`src/sv/block_cyclic_index_map_defines.svh`:
```
// assertion macros for the block cyclic index map
`ifndef BLOCK_CYCLIC_INDEX_MAP_DEFINES_SVH
`define BLOCK_CYCLIC_INDEX_MAP_DEFINES_SVH

`ifndef ASSERT_OFF
// combinational property checked at every clock edge outside reset
`define BCIM_ASSERT(lbl, clk, rst, prop) \
   lbl: assert property (@(posedge clk) disable iff (rst) (prop)) \
      else $error("block_cyclic_index_map: assertion failed");
// condition in one cycle implies a result in the next
`define BCIM_ASSERT_NEXT(lbl, clk, rst, cond, res) \
   lbl: assert property (@(posedge clk) disable iff (rst) (cond) |=> (res)) \
      else $error("block_cyclic_index_map: assertion failed");
`else
`define BCIM_ASSERT(lbl, clk, rst, prop)
`define BCIM_ASSERT_NEXT(lbl, clk, rst, cond, res)
`endif

`endif

```
`src/sv/bcim_pkg.sv`:
```
`timescale 1ns / 1ps

package bcim_pkg;

   typedef enum logic [1:0] {
      OP_G2L = 2'd0,
      OP_L2G = 2'd1,
      OP_R2G = 2'd2
   } opcode_type;

   localparam int COORD_BITS_DEF = 20;
   localparam int GRID_BITS_DEF  = 8;

   localparam int BLOCK_W      = 13;
   localparam int BLOCK_MAX    = 4096;
   localparam int GRID_REG_W   = 9;
   localparam int MATRIX_REG_W = 21;

   localparam int CSR_ADDR_W = 5;
   localparam int CSR_DATA_W = 32;

   localparam logic [2:0] REG_BLOCK_ROWS   = 3'd0;
   localparam logic [2:0] REG_BLOCK_COLS   = 3'd1;
   localparam logic [2:0] REG_GRID_ROWS    = 3'd2;
   localparam logic [2:0] REG_GRID_COLS    = 3'd3;
   localparam logic [2:0] REG_COLUMN_MAJOR = 3'd4;
   localparam logic [2:0] REG_MATRIX_ROWS  = 3'd5;
   localparam logic [2:0] REG_MATRIX_COLS  = 3'd6;

endpackage

```
`src/sv/bcim_div_cell.sv`:
```
`timescale 1ns / 1ps

// one restoring division step for two lanes, registered
module bcim_div_cell import bcim_pkg::*; #(
   parameter int NUM_W  = 20,
   parameter int DEN_W  = 13,
   parameter int SIDE_W = 8
) (
   input  logic                        clock,
   input  logic                        reset,
   input  logic                        advance,
   input  logic                        in_valid,
   input  logic [1:0][NUM_W-1:0]       in_num,
   input  logic [1:0][DEN_W-1:0]       in_den,
   input  logic [1:0][DEN_W-1:0]       in_rem,
   input  logic [1:0][NUM_W-1:0]       in_quo,
   input  logic [SIDE_W-1:0]           in_side,
   output logic                        out_valid,
   output logic [1:0][NUM_W-1:0]       out_num,
   output logic [1:0][DEN_W-1:0]       out_den,
   output logic [1:0][DEN_W-1:0]       out_rem,
   output logic [1:0][NUM_W-1:0]       out_quo,
   output logic [SIDE_W-1:0]           out_side
);

   logic                  valid_ff;
   logic [1:0][NUM_W-1:0] num_ff, num_in;
   logic [1:0][DEN_W-1:0] den_ff;
   logic [1:0][DEN_W-1:0] rem_ff, rem_in;
   logic [1:0][NUM_W-1:0] quo_ff, quo_in;
   logic [SIDE_W-1:0]     side_ff;

   logic [1:0][DEN_W:0]   shifted;
   logic [1:0][DEN_W:0]   diff;
   logic [1:0]            fits;

   always_comb begin
      for (int l = 0; l < 2; l++) begin
         shifted[l] = {in_rem[l], in_num[l][NUM_W-1]};
         diff[l]    = shifted[l] - {1'b0, in_den[l]};
         fits[l]    = shifted[l] >= {1'b0, in_den[l]};
         rem_in[l]  = fits[l] ? diff[l][DEN_W-1:0] : shifted[l][DEN_W-1:0];
         quo_in[l]  = {in_quo[l][NUM_W-2:0], fits[l]};
         num_in[l]  = {in_num[l][NUM_W-2:0], 1'b0};
      end
   end

   always_ff @(posedge clock) begin
      if (reset) begin
         valid_ff <= 1'b0;
      end else if (advance) begin
         valid_ff <= in_valid;
      end
   end

   always_ff @(posedge clock) begin
      if (advance) begin
         num_ff  <= num_in;
         den_ff  <= in_den;
         rem_ff  <= rem_in;
         quo_ff  <= quo_in;
         side_ff <= in_side;
      end
   end

   assign out_valid = valid_ff;
   assign out_num   = num_ff;
   assign out_den   = den_ff;
   assign out_rem   = rem_ff;
   assign out_quo   = quo_ff;
   assign out_side  = side_ff;

endmodule

```
`src/sv/bcim_div_chain.sv`:
```
`timescale 1ns / 1ps

`include "block_cyclic_index_map_defines.svh"

// row of division cells, one quotient bit per cell
module bcim_div_chain import bcim_pkg::*; #(
   parameter int NUM_W  = 20,
   parameter int DEN_W  = 13,
   parameter int SIDE_W = 8
) (
   input  logic                  clock,
   input  logic                  reset,
   input  logic                  advance,
   input  logic                  in_valid,
   input  logic [1:0][NUM_W-1:0] in_num,
   input  logic [1:0][DEN_W-1:0] in_den,
   input  logic [SIDE_W-1:0]     in_side,
   output logic                  out_valid,
   output logic [1:0][NUM_W-1:0] out_quo,
   output logic [1:0][DEN_W-1:0] out_rem,
   output logic [SIDE_W-1:0]     out_side
);

   logic [NUM_W:0]                  vld_w;
   logic [NUM_W:0][1:0][NUM_W-1:0]  num_w;
   logic [NUM_W:0][1:0][NUM_W-1:0]  quo_w;
   logic [NUM_W:0][1:0][DEN_W-1:0]  den_w;
   logic [NUM_W:0][1:0][DEN_W-1:0]  rem_w;
   logic [NUM_W:0][SIDE_W-1:0]      side_w;

   assign vld_w[0]  = in_valid;
   assign num_w[0]  = in_num;
   assign den_w[0]  = in_den;
   assign rem_w[0]  = '0;
   assign quo_w[0]  = '0;
   assign side_w[0] = in_side;

   for (genvar i = 0; i < NUM_W; i++) begin : g_cell
      bcim_div_cell #(
         .NUM_W  (NUM_W),
         .DEN_W  (DEN_W),
         .SIDE_W (SIDE_W)
      ) u_cell (
         .clock     (clock),
         .reset     (reset),
         .advance   (advance),
         .in_valid  (vld_w[i]),
         .in_num    (num_w[i]),
         .in_den    (den_w[i]),
         .in_rem    (rem_w[i]),
         .in_quo    (quo_w[i]),
         .in_side   (side_w[i]),
         .out_valid (vld_w[i+1]),
         .out_num   (num_w[i+1]),
         .out_den   (den_w[i+1]),
         .out_rem   (rem_w[i+1]),
         .out_quo   (quo_w[i+1]),
         .out_side  (side_w[i+1])
      );
   end

   assign out_valid = vld_w[NUM_W];
   assign out_quo   = quo_w[NUM_W];
   assign out_rem   = rem_w[NUM_W];
   assign out_side  = side_w[NUM_W];

   // remainder never reaches the divisor
   `BCIM_ASSERT(a_rem_below_den, clock, reset, !out_valid || (out_rem[0] < den_w[NUM_W][0]))
   // an item entering lands in the first cell
   `BCIM_ASSERT_NEXT(a_first_cell_fill, clock, reset, in_valid && advance, vld_w[1])
   // a frozen chain keeps its last cell
   `BCIM_ASSERT_NEXT(a_hold_frozen, clock, reset, !advance, $stable(vld_w[NUM_W]))

endmodule

```
`config.mk`:
```
export PLATFORM = sky130hd
export DESIGN_NAME = bcim_div_chain
export DESIGN_NICKNAME = d
export VERILOG_FILES = /design/src/sv/bcim_pkg.sv /design/src/sv/bcim_div_cell.sv /design/src/sv/bcim_div_chain.sv
export VERILOG_INCLUDE_DIRS = /design/src /design/src/sv
export SDC_FILE = /design/constraint.sdc
export NUM_CORES = 2
export LEC_CHECK = 0
export BUFFER_PORTS_ARGS = -buffer_cell sky130_fd_sc_hd__buf_4
export CAP_MARGIN = 10
export CORE_ASPECT_RATIO = 1.25
export CORE_MARGIN = 1
export CORE_UTILIZATION = 58
export DETAILED_ROUTE_END_ITERATION = 8
export GPL_TIMING_DRIVEN = 0
export PLACE_DENSITY_LB_ADDON = 0.15
export SETUP_SLACK_MARGIN = 0.02
export SLEW_MARGIN = 5
export SYNTH_ARGS = -nofsm -noshare
export SYNTH_HDL_FRONTEND = slang
export SYNTH_HIERARCHICAL = 1
export SYNTH_SLANG_ARGS = --single-unit
```
`constraint.sdc`:
```
create_clock -name clock -period 2.45 [get_ports clock]
set_clock_uncertainty 0.05 [all_clocks]
set_input_delay 0 -clock clock [delete_from_list [all_inputs] [get_ports clock]]
set_output_delay 0 -clock clock [all_outputs]
set_load 0.02 [all_outputs]
```
==> flow_summary_export.csv <==
group,metric,value,unit
logic_synthesis,syn-instance-count,6609,
timing,fin_crit,2.819,ns
timing,finalCritPeriodShare,115.1,%
logic_synthesis,netlist_area,0.09421,sq mm
placement,portBuffers,152,
detailed_routing,drt_wl_total,184100,um
placement,gp_congestion,0.9230,
die,core_area,0.1614,sq mm
detailed_routing,antenna_left,0,
finish,num-fill-cells,10170,
global_routing,grt_use_total,21.91,%
power_and_ir_drop,power.density,1260,mW/mm^2
global_routing,grt-ovfl-total,0,
detailed_routing,routed_via_density,5.527,
die,top_level_ports,153,
cts,clk_latency,0.85,ns
placement,hpwl,121300,um
finish,multi_input_area,0.03700,sq mm
cts,cts_tree,"built",
die,die_w,362.5,um
finish,layout_commonest_cell,"edfxtp_1",
cts,clock-sinks,1994,
worst_hold_path,hold_class,"in2reg",
logic_synthesis,synth_area_per_cell,14.25,sq um
setup_path,critical_path_class,"reg2reg",
global_routing,grt_pass1_wl,285200,um
finish,layout_common_cells,"1974 x edfxtp_1, 595 x inv_1, 533 x buf_4",
timing,setup-tns-final,-79.98,ns
detailed_routing,initialDrtViolationCount,2945,
finish,synthToLayoutAreaGrowth,23.99,%
global_routing,antenna_found_initial,1,
global_routing,grt_pass1_vias,57180,
run_status,violations,"negative hold slack, negative setup slack",
worst_hold_path,holdPathStages,4,
detailed_routing,wire_per_inst,18.38,um
detailed_routing,vias,55360,
run_status,status,"finished with violations",
power_and_ir_drop,peakVddDrop,0.8575,mV
setup_path,rr_worst_depth,9,
cts,htreeDepth,4,
global_routing,grt_max_degree,196,
timing,tightest_slew,1.056,ns
finish,fin_nets,8321,
setup_path,arrival,3.35,ns
cts,cts_root_buf,"clkbuf_16",
timing,whs,-0.05806,ns
finish,final_core_util,72.36,%
timing,fin_ws,-0.3692,ns
cts,clkSlewWorstSetupHoldPaths,0.06,ns
logic_synthesis,yosys_warnings,6,
finish,seq_area,0.05968,sq mm
detailed_routing,drtPass1Iterations,6,
die,die_y,452.6,um
cts,numCtsBuffers,191,
power_and_ir_drop,power.leakage,46.20,nW
setup_path,required,2.98,ns
setup_path,cp-end-kind,"register",
timing,setup_viol,452,
die,row_count,165,
timing,slew_viol_final,0,
setup_path,worstPathMaxFanout,8,
die,dieArea,0.1641,sq mm
cts,clockBufferDepth,3,
setup_path,cp-start-kind,"register",
detailed_routing,drc,0,
flow_run,maxCapViolations,0,
timing,final-hold-violation-count,9,
finish,drive_gt1_share,26.19,%
die,initial_core_util,58.35,%
timing,max_freq,0.3547,GHz
timing,rsz0062_at_grt,"yes",
timing,slew-limit-headroom,29.58,%
[power breakdown]
| group | switching (mW) | total, mW | internal, mW |
|---|---|---|---|
| sequential | 3.56 | 50.4 | 46.9 |
| clock | 13.0 | 30.4 | 17.4 |
| combinational | 30.3 | 66.4 | 36.1 |
[worst max-delay path, cell delays in order (launching register included)]
cell and delay, ns:
edfxtp_1 0.44, ha_4 0.19, fa_2 0.34, nand2b_4 0.16, a211oi_4 0.31, o21ba_4 0.19
or2_4 0.13, a2bb2oi_4 0.25, buf_12 0.18, mux2_4 0.30
[area by class of cell]
type,count,share of cell area (%)
Timing Repair Buffer,842,6.580
Sequential cell,1994,51.09
Multi-Input combinational cell,3967,31.67
Clock buffer,220,4.203
Tap cell,2171,2.325
Antenna cell,2,0.004284
Inverter,639,2.060
Buffer,48,0.6491
Clock inverter,133,1.417
[registers in the layout, summed over array words and instances (netlist names)]
signal / cells
g_cell.u_cell/out_den: 494
g_cell.u_cell/out_rem: 520
g_cell.u_cell/out_quo: 420
g_cell.u_cell/out_valid: 20
g_cell.u_cell/out_side: 160
g_cell.u_cell/out_num: 380
[per-layer routing]
layer / vias up / wire length, um / global-route usage (%)
met2: 867 / 108100 / 45.38
met3: 429 / 4733 / 3.034
met4: 0 / 8424 / 10.38
met1: 27130 / 62830 / 20.37
li1: 26930 / - / -
met5: - / 0 / 0
[stage by stage]
step           instance area, sq um  hold WS, ns  instances  power, mW  setup slack, ns
2_1_floorplan                 95180      0.02238       6659      90.22          -0.1576
3_3_place_gp                  99040       0.1279       8982      101.8           -16.17
3_5_place_dp                  99360       0.1293       8993      102.2           -1.237
4_1_cts                      114500     0.009825       9868      144.4          -0.4043
5_1_grt                      116800      0.03235      10020      154.7          -0.4371
6_report                     116800     -0.05806      10020      147.2          -0.3692
[final timing paths]
| kind | slack, ns | start | end |
|---|---|---|---|
| hold / removal | -0.06 | advance | g_cell[15].u_cell/out_num[18] |
| hold reg to reg | 0.35 | g_cell[1].u_cell/out_side[7] | g_cell[2].u_cell/out_side[7] |
| setup / recovery | -0.37 | g_cell[15].u_cell/out_den[13] | g_cell[16].u_cell/out_rem[24] |
| setup reg to reg | -0.37 | g_cell[15].u_cell/out_den[13] | g_cell[16].u_cell/out_rem[24] |
[timing repair]
item / in CTS / in global routing
endpoints found under the hold margin: 463 / 0
setup endpoints to repair: 699 / 711
hold buffers: 159 / 0
pin swaps: 227 / 216
cloned: 4 / 2
gates resized for setup: 818 / 257
buffers inserted: 364 / 164
Note: power is estimated with default switching activity, not from simulation.
