--- config.mk ---
export PLATFORM = sky130hd
export DESIGN_NAME = bcim_post
export DESIGN_NICKNAME = d
export VERILOG_FILES = /design/src/sv/block_cyclic_index_map_defines.svh /design/src/sv/bcim_pkg.sv /design/src/sv/bcim_post.sv
export SDC_FILE = /design/constraint.sdc
export NUM_CORES = 2
export LEC_CHECK = 0
export BUFFER_PORTS_ARGS = -buffer_cell sky130_fd_sc_hd__buf_2
export CAP_MARGIN = 20
export CORE_MARGIN = 10
export CORE_UTILIZATION = 35
export CTS_BUF_LIST = sky130_fd_sc_hd__clkbuf_4 sky130_fd_sc_hd__clkbuf_8 sky130_fd_sc_hd__clkbuf_16
export CTS_CLUSTER_DIAMETER = 60
export DETAILED_ROUTE_END_ITERATION = 8
export HOLD_SLACK_MARGIN = 0.02
export PLACE_DENSITY_LB_ADDON = 0.15
export SLEW_MARGIN = 25
export SYNTH_ARGS = -nofsm -noshare
export SYNTH_HDL_FRONTEND = slang
export SYNTH_SLANG_ARGS = --single-unit
--- constraint.sdc ---
create_clock -name clock -period 6.57 [get_ports clock]
set_clock_uncertainty 0.05 [all_clocks]
set_input_delay 0.3285 -clock clock [delete_from_list [all_inputs] [get_ports clock]]
set_output_delay 0.3285 -clock clock [all_outputs]
set_load 0.03 [all_outputs]
--- src/sv/block_cyclic_index_map_defines.svh ---
// assertion macros for the block cyclic index map
`ifndef BLOCK_CYCLIC_INDEX_MAP_DEFINES_SVH
`define BLOCK_CYCLIC_INDEX_MAP_DEFINES_SVH

`ifndef ASSERT_OFF
// combinational property checked at every clock edge outside reset
`define BCIM_ASSERT(lbl, clk, rst, prop) \
   lbl: assert property (@(posedge clk) disable iff (rst) (prop)) \
      else $error("block_cyclic_index_map: assertion failed");
// condition in one cycle implies a result in the next
`define BCIM_ASSERT_NEXT(lbl, clk, rst, cond, res) \
   lbl: assert property (@(posedge clk) disable iff (rst) (cond) |=> (res)) \
      else $error("block_cyclic_index_map: assertion failed");
`else
`define BCIM_ASSERT(lbl, clk, rst, prop)
`define BCIM_ASSERT_NEXT(lbl, clk, rst, cond, res)
`endif

`endif

--- src/sv/bcim_pkg.sv ---
`timescale 1ns / 1ps

package bcim_pkg;

   typedef enum logic [1:0] {
      OP_G2L = 2'd0,
      OP_L2G = 2'd1,
      OP_R2G = 2'd2
   } opcode_type;

   localparam int COORD_BITS_DEF = 20;
   localparam int GRID_BITS_DEF  = 8;

   localparam int BLOCK_W      = 13;
   localparam int BLOCK_MAX    = 4096;
   localparam int GRID_REG_W   = 9;
   localparam int MATRIX_REG_W = 21;

   localparam int CSR_ADDR_W = 5;
   localparam int CSR_DATA_W = 32;

   localparam logic [2:0] REG_BLOCK_ROWS   = 3'd0;
   localparam logic [2:0] REG_BLOCK_COLS   = 3'd1;
   localparam logic [2:0] REG_GRID_ROWS    = 3'd2;
   localparam logic [2:0] REG_GRID_COLS    = 3'd3;
   localparam logic [2:0] REG_COLUMN_MAJOR = 3'd4;
   localparam logic [2:0] REG_MATRIX_ROWS  = 3'd5;
   localparam logic [2:0] REG_MATRIX_COLS  = 3'd6;

endpackage

--- src/sv/bcim_post.sv ---
`timescale 1ns / 1ps

// recombination: multiply back, bound checks, result register
module bcim_post import bcim_pkg::*; #(
   parameter int COORD_BITS = COORD_BITS_DEF,
   parameter int GRID_BITS  = GRID_BITS_DEF
) (
   clock, reset, advance, in_valid, in_op, in_pri, in_pci, in_rk,
   in_q1r, in_q1c, in_r1r, in_r1c, in_q2r, in_q2c, in_r2r, in_r2c,
   mb, nb, gr, gc, mr, mc, cm,
   out_valid, out_row, out_col, out_prow, out_pcol, out_rank, out_err
);
   localparam int CW   = COORD_BITS;
   localparam int GB   = GRID_BITS;
   localparam int GW   = GB + 1;
   localparam int RW   = 2 * GB;
   localparam int DW   = (CW > RW) ? CW : RW;
   localparam int BW   = BLOCK_W;
   localparam int DENW = (BW > GW) ? BW : GW;
   localparam int TW   = DW + GW + 1;
   localparam int UW   = TW + BW + 1;
   localparam int KW   = 2 * GW + 1;
   localparam int PW   = 2 * GW;

   input  logic            clock;
   input  logic            reset;
   input  logic            advance;
   input  logic            in_valid;
   input  logic [1:0]      in_op;
   input  logic [GB-1:0]   in_pri;
   input  logic [GB-1:0]   in_pci;
   input  logic [RW-1:0]   in_rk;
   input  logic [DW-1:0]   in_q1r;
   input  logic [DW-1:0]   in_q1c;
   input  logic [DENW-1:0] in_r1r;
   input  logic [DENW-1:0] in_r1c;
   input  logic [DW-1:0]   in_q2r;
   input  logic [DW-1:0]   in_q2c;
   input  logic [GW-1:0]   in_r2r;
   input  logic [GW-1:0]   in_r2c;
   input  logic [BW-1:0]   mb;
   input  logic [BW-1:0]   nb;
   input  logic [GW-1:0]   gr;
   input  logic [GW-1:0]   gc;
   input  logic [CW:0]     mr;
   input  logic [CW:0]     mc;
   input  logic            cm;
   output logic            out_valid;
   output logic [CW-1:0]   out_row;
   output logic [CW-1:0]   out_col;
   output logic [GB-1:0]   out_prow;
   output logic [GB-1:0]   out_pcol;
   output logic [RW-1:0]   out_rank;
   output logic            out_err;

   typedef struct packed {
      logic [1:0]      op;
      logic [GB-1:0]   pri;
      logic [GB-1:0]   pci;
      logic [RW-1:0]   rk;
      logic [DW-1:0]   q1r;
      logic [DENW-1:0] r1r;
      logic [DENW-1:0] r1c;
      logic [GW-1:0]   r2r;
      logic [GW-1:0]   r2c;
      logic [TW-1:0]   tr;
      logic [TW-1:0]   tc;
      logic [KW-1:0]   rank;
      logic [PW-1:0]   gprod;
   } s1_type;

   typedef struct packed {
      logic [1:0]      op;
      logic [GB-1:0]   pri;
      logic [GB-1:0]   pci;
      logic [DW-1:0]   q1r;
      logic [DENW-1:0] r1r;
      logic [GW-1:0]   r2r;
      logic [GW-1:0]   r2c;
      logic [KW-1:0]   rank;
      logic            rank_bad;
      logic [UW-1:0]   ur;
      logic [UW-1:0]   uc;
   } s2_type;

   typedef struct packed {
      logic [CW-1:0] row;
      logic [CW-1:0] col;
      logic [GB-1:0] prow;
      logic [GB-1:0] pcol;
      logic [RW-1:0] rank;
      logic          err;
   } res_type;

   logic    s1_valid_ff, s2_valid_ff, res_valid_ff;
   s1_type  s1_ff, s1_in;
   s2_type  s2_ff, s2_in;
   res_type res_ff, res_in;

   // first multiply: block index times grid size, owner rank, grid size
   always_comb begin
      s1_in.op    = in_op;
      s1_in.pri   = in_pri;
      s1_in.pci   = in_pci;
      s1_in.rk    = in_rk;
      s1_in.q1r   = in_q1r;
      s1_in.r1r   = in_r1r;
      s1_in.r1c   = in_r1c;
      s1_in.r2r   = in_r2r;
      s1_in.r2c   = in_r2c;
      if (in_op == OP_L2G) begin
         s1_in.tr = TW'(in_q1r) * TW'(gr) + TW'(in_pri);
         s1_in.tc = TW'(in_q1c) * TW'(gc) + TW'(in_pci);
      end else begin
         s1_in.tr = TW'(in_q2r);
         s1_in.tc = TW'(in_q2c);
      end
      if (cm) begin
         s1_in.rank = KW'(in_r2c) * KW'(gr) + KW'(in_r2r);
      end else begin
         s1_in.rank = KW'(in_r2r) * KW'(gc) + KW'(in_r2c);
      end
      s1_in.gprod = PW'(gr) * PW'(gc);
   end

   // second multiply: scale by block size, add offset in block
   always_comb begin
      s2_in.op       = s1_ff.op;
      s2_in.pri      = s1_ff.pri;
      s2_in.pci      = s1_ff.pci;
      s2_in.q1r      = s1_ff.q1r;
      s2_in.r1r      = s1_ff.r1r;
      s2_in.r2r      = s1_ff.r2r;
      s2_in.r2c      = s1_ff.r2c;
      s2_in.rank     = s1_ff.rank;
      s2_in.rank_bad = PW'(s1_ff.rk) >= s1_ff.gprod;
      s2_in.ur       = UW'(s1_ff.tr) * UW'(mb) + UW'(s1_ff.r1r);
      s2_in.uc       = UW'(s1_ff.tc) * UW'(nb) + UW'(s1_ff.r1c);
   end

   // result selection by opcode
   always_comb begin
      res_in = '0;
      case (s2_ff.op)
         OP_G2L: begin
            res_in.row  = s2_ff.ur[CW-1:0];
            res_in.col  = s2_ff.uc[CW-1:0];
            res_in.prow = s2_ff.r2r[GB-1:0];
            res_in.pcol = s2_ff.r2c[GB-1:0];
            res_in.rank = s2_ff.rank[RW-1:0];
         end
         OP_L2G: begin
            res_in.prow = s2_ff.pri;
            res_in.pcol = s2_ff.pci;
            if ((s2_ff.ur >= UW'(mr)) || (s2_ff.uc >= UW'(mc))) begin
               res_in.err = 1'b1;
            end else begin
               res_in.row = s2_ff.ur[CW-1:0];
               res_in.col = s2_ff.uc[CW-1:0];
            end
         end
         OP_R2G: begin
            if (s2_ff.rank_bad) begin
               res_in.err = 1'b1;
            end else if (cm) begin
               res_in.prow = s2_ff.r1r[GB-1:0];
               res_in.pcol = s2_ff.q1r[GB-1:0];
            end else begin
               res_in.prow = s2_ff.q1r[GB-1:0];
               res_in.pcol = s2_ff.r1r[GB-1:0];
            end
         end
         default: begin
            res_in.err = 1'b1;
         end
      endcase
   end

   always_ff @(posedge clock) begin
      if (reset) begin
         s1_valid_ff  <= 1'b0;
         s2_valid_ff  <= 1'b0;
         res_valid_ff <= 1'b0;
      end else if (advance) begin
         s1_valid_ff  <= in_valid;
         s2_valid_ff  <= s1_valid_ff;
         res_valid_ff <= s2_valid_ff;
      end
   end

   always_ff @(posedge clock) begin
      if (advance) begin
         s1_ff  <= s1_in;
         s2_ff  <= s2_in;
         res_ff <= res_in;
      end
   end

   assign out_valid = res_valid_ff;
   assign out_row   = res_ff.row;
   assign out_col   = res_ff.col;
   assign out_prow  = res_ff.prow;
   assign out_pcol  = res_ff.pcol;
   assign out_rank  = res_ff.rank;
   assign out_err   = res_ff.err;

endmodule

==> results.md <==
* Adder-cell share of the synthesized area at 47.3%
* Max-slew headroom at 27.5%
* Critical Path RT at 6.95 ns
* Hold slack at 0.0421 ns
* Clk root buf: clkbuf_16
* Num Clock Sinks at 409
* Max incr delay on CP at 0.52 ns
* Final #Nets at 8438
* Critical Path Start Type: flop
* Post-synth EDFFs at 406
* Register area share after synthesis at 20.2%
* Area contributors post-synth: fa_1 35%, edfxtp_1 20%, ha_1 12%
* Average wire per standard cell at 19.7 um
* Hold WC Path Type: in -> reg
* Largest family of logic cells by synthesized area: adder cells
* Total of max-cap violations at 0
* Reg2reg path depth at 26
* Cell depth of the worst setup path at 26
* Period minus WS final at 6.36 ns
* Number of port buffers at 322
* Crit-path slowest cell: fa_1
* Buf+Inv Stages, Crit Path at 8
* Critical Path AT at 6.74 ns
* DIE AREA at 190000 um^2
* Max frequency at 157 MHz
* Final WL at 176000 um
* Reg2reg setup slack at 0.21 ns
* XOR/XNOR Fraction of Synth Area at 2.53%
* Worst setup endpoint: s2_ff[43]$_DFFE_PP_
* Area delta synth->final at 14.7%
* Number of antenna violations at the first check in global routing at 27
* Reg2reg start: s1_ff[43]$_DFFE_PP_
* Remaining Overflow, GRT at 0
* Mapped cell area at 60600 um^2
* Initial DRC count at 1953
* RSZ-0062 raised after global routing: yes
* Warning count from the yosys run at 0
* CP startpoint: s1_ff[43]$_DFFE_PP_
* Post-Synthesis Net Count at 7995
* Hold path depth at 3
* Via count at 42400
* Final Hold Viols at 0
* Reg clk slew, reported paths at 0.05 ns
* Pin count of the biggest net entering global routing at 146
* Most frequent cells after synthesis: 1088 x inv_1, 1058 x fa_1, 962 x nand2_1
* Setup violations, final at 0
* CTS max path bufs at 3
* Top FF cell, synth: edfxtp_1
* FFs w/ async S/R, synth at 0%
* Largest area contributor in the netlist: fa_1
* Layout cells sized above 1 at 11.4%
* Htree depth at 3
* Compound-cell area share of the yosys netlist at 5.89%
* Worst Max-Slew Pin Slew at 1.08 ns
* DPL Wire Length at 144000 um
* Cell count after synthesis at 6090
* Routability-driven placement congestion ratio at 0.853
* Total CTS buffers at 74
* Crit path top cell by count: fa_1
* Slew Viols, Final at 0
* Die W at 436 um
* Vias/cell at 4.76
* DRT Pass-1 Iters at 5
* Mux cell area share after synthesis at 0.473%
* Crit-path leading delay family: adder cells
* Clk_lat worst skew at 0.68 ns
* Total track usage at 18.6%
* Post-Place Setup Slack at -0.0171 ns
* Syn Area/Cell at 9.95 um^2
* Final Cycle Share at 96.7%
* Yosys cell types at 77
* Reg2reg end: s2_ff[43]$_DFFE_PP_
* Initial core utilization at 35.2%
* Flop and latch count out of synthesis at 409
* Critical path class: reg -> reg
* Outcome: complete, no violations
* Antenna Nets Post-Route at 0
* Setup ws final at 0.214 ns
* Most frequent cell after synthesis: inv_1
* Filler cell count at 17300
* Worst-path fanout max at 4
* DRC viols at 0
* First-pass GRT wire length at 277000 um
* CTS tree: yes
* Worst hold start: in_q2c[4]
* Core Region at 172000 um^2
* Top cell type's share of synthesized area at 35.0%
* Crit end category: flop
* Number of global-route vias before repair at 46900
* Die height at 436 um
* Synth Area in Simple Gates at 15.0%
* Core Util, Final at 40.4%
* I/O pin count at 323
* Site row count at 152
worst min-delay path, cell delays in order:
cell and delay (ns):
buf_2 0.09, nand2_1 0.04, o21ai_0 0.16
cells by family after synthesis:
group,after synthesis
AOI/OAI and AO/OA,563
xor gates and xnor gates,175
adders and majority gates,1656
buffers and inverters,1386
DFF,409
muxes,26
and+or+nand+nor,1875
cell type report:
cell class	count	area [um^2]	share of cell area (%)
clock buffers	86	1960	2.82
diodes	11	27.5	0.0396
inverters	1088	4080	5.88
flip-flops and latches	409	12300	17.6
well taps	2310	2890	4.16
multi-input cells	4295	43300	62.3
clock inverters	50	453	0.652
repair buffers	665	4560	6.56
metrics by stage:
step	cell area, um^2	TNS (ns)	instances
after global routing	69500	-0.153	8910
after floorplan	60600	0	6090
after CTS	69100	0	8877
final	69500	0	8914
after detailed placement	65500	-0.0171	8628
after global placement	65500	-0.0449	8628
what timing repair did:
item                                   in CTS  in global routing
gates resized for setup                     0                 35
endpoints found under the hold margin     116                  0
buffers inserted                            0                 26
hold buffers                              113                  0
setup endpoints to repair                   0                 26
per-layer routing:
| layer | part of all wire, % | GRT usage [%] | vias to the layer above |
|---|---|---|---|
| met3 | 4.3 | 2.89 | 224 |
| met2 | 48 | 31.6 | 821 |
| li1 | - | - | 19800 |
| met5 | 0.085 | 0 | - |
| met1 | 44 | 24.1 | 21500 |
| met4 | 3.7 | 6.35 | 24 |
placed cells by master, fill, tap and decap left out, drive strengths merged, types with 29 or more instances in the layout:
| cell | netlist | final |
|---|---|---|
| xor2 | 61 | 61 |
| nor2b | 78 | 78 |
| o21ai | 132 | 132 |
| a21oi | 168 | 168 |
| nor2 | 95 | 95 |
| a21o | 95 | 95 |
| xnor2 | 114 | 114 |
| clkbuf | 273 | 86 |
| a31oi | 30 | 30 |
| nand2 | 962 | 962 |
| and2 | 590 | 590 |
| fa | 1058 | 1058 |
| inv | 1088 | 1111 |
| edfxtp | 406 | 406 |
| ha | 598 | 598 |
| dlygate4sd3 | 0 | 113 |
| nand3 | 29 | 29 |
| buf | 25 | 552 |
worst min path at each step:
stage / slack (ns) / to
after floorplan: 0.35 / s2_ff[100]$_DFFE_PP_
after global placement: 0.35 / s2_ff[160]$_DFFE_PP_
after detailed placement: 0.35 / s2_ff[115]$_DFFE_PP_
after CTS: 0.02 / s1_ff[41]$_DFFE_PP_
after global routing: 0.07 / s1_ff[74]$_DFFE_PP_
final: 0.04 / s1_ff[41]$_DFFE_PP_
registers in the layout, indices dropped and copies added (netlist names), 8 cells and up:
signal and count:
out_rank 16, out_row 20, out_pcol 8, s1_ff 178, out_prow 8, out_col 20
s2_ff 155
Power is not shown: default switching activity piles up to over one toggle a cycle in this logic, so the estimate is an artifact.
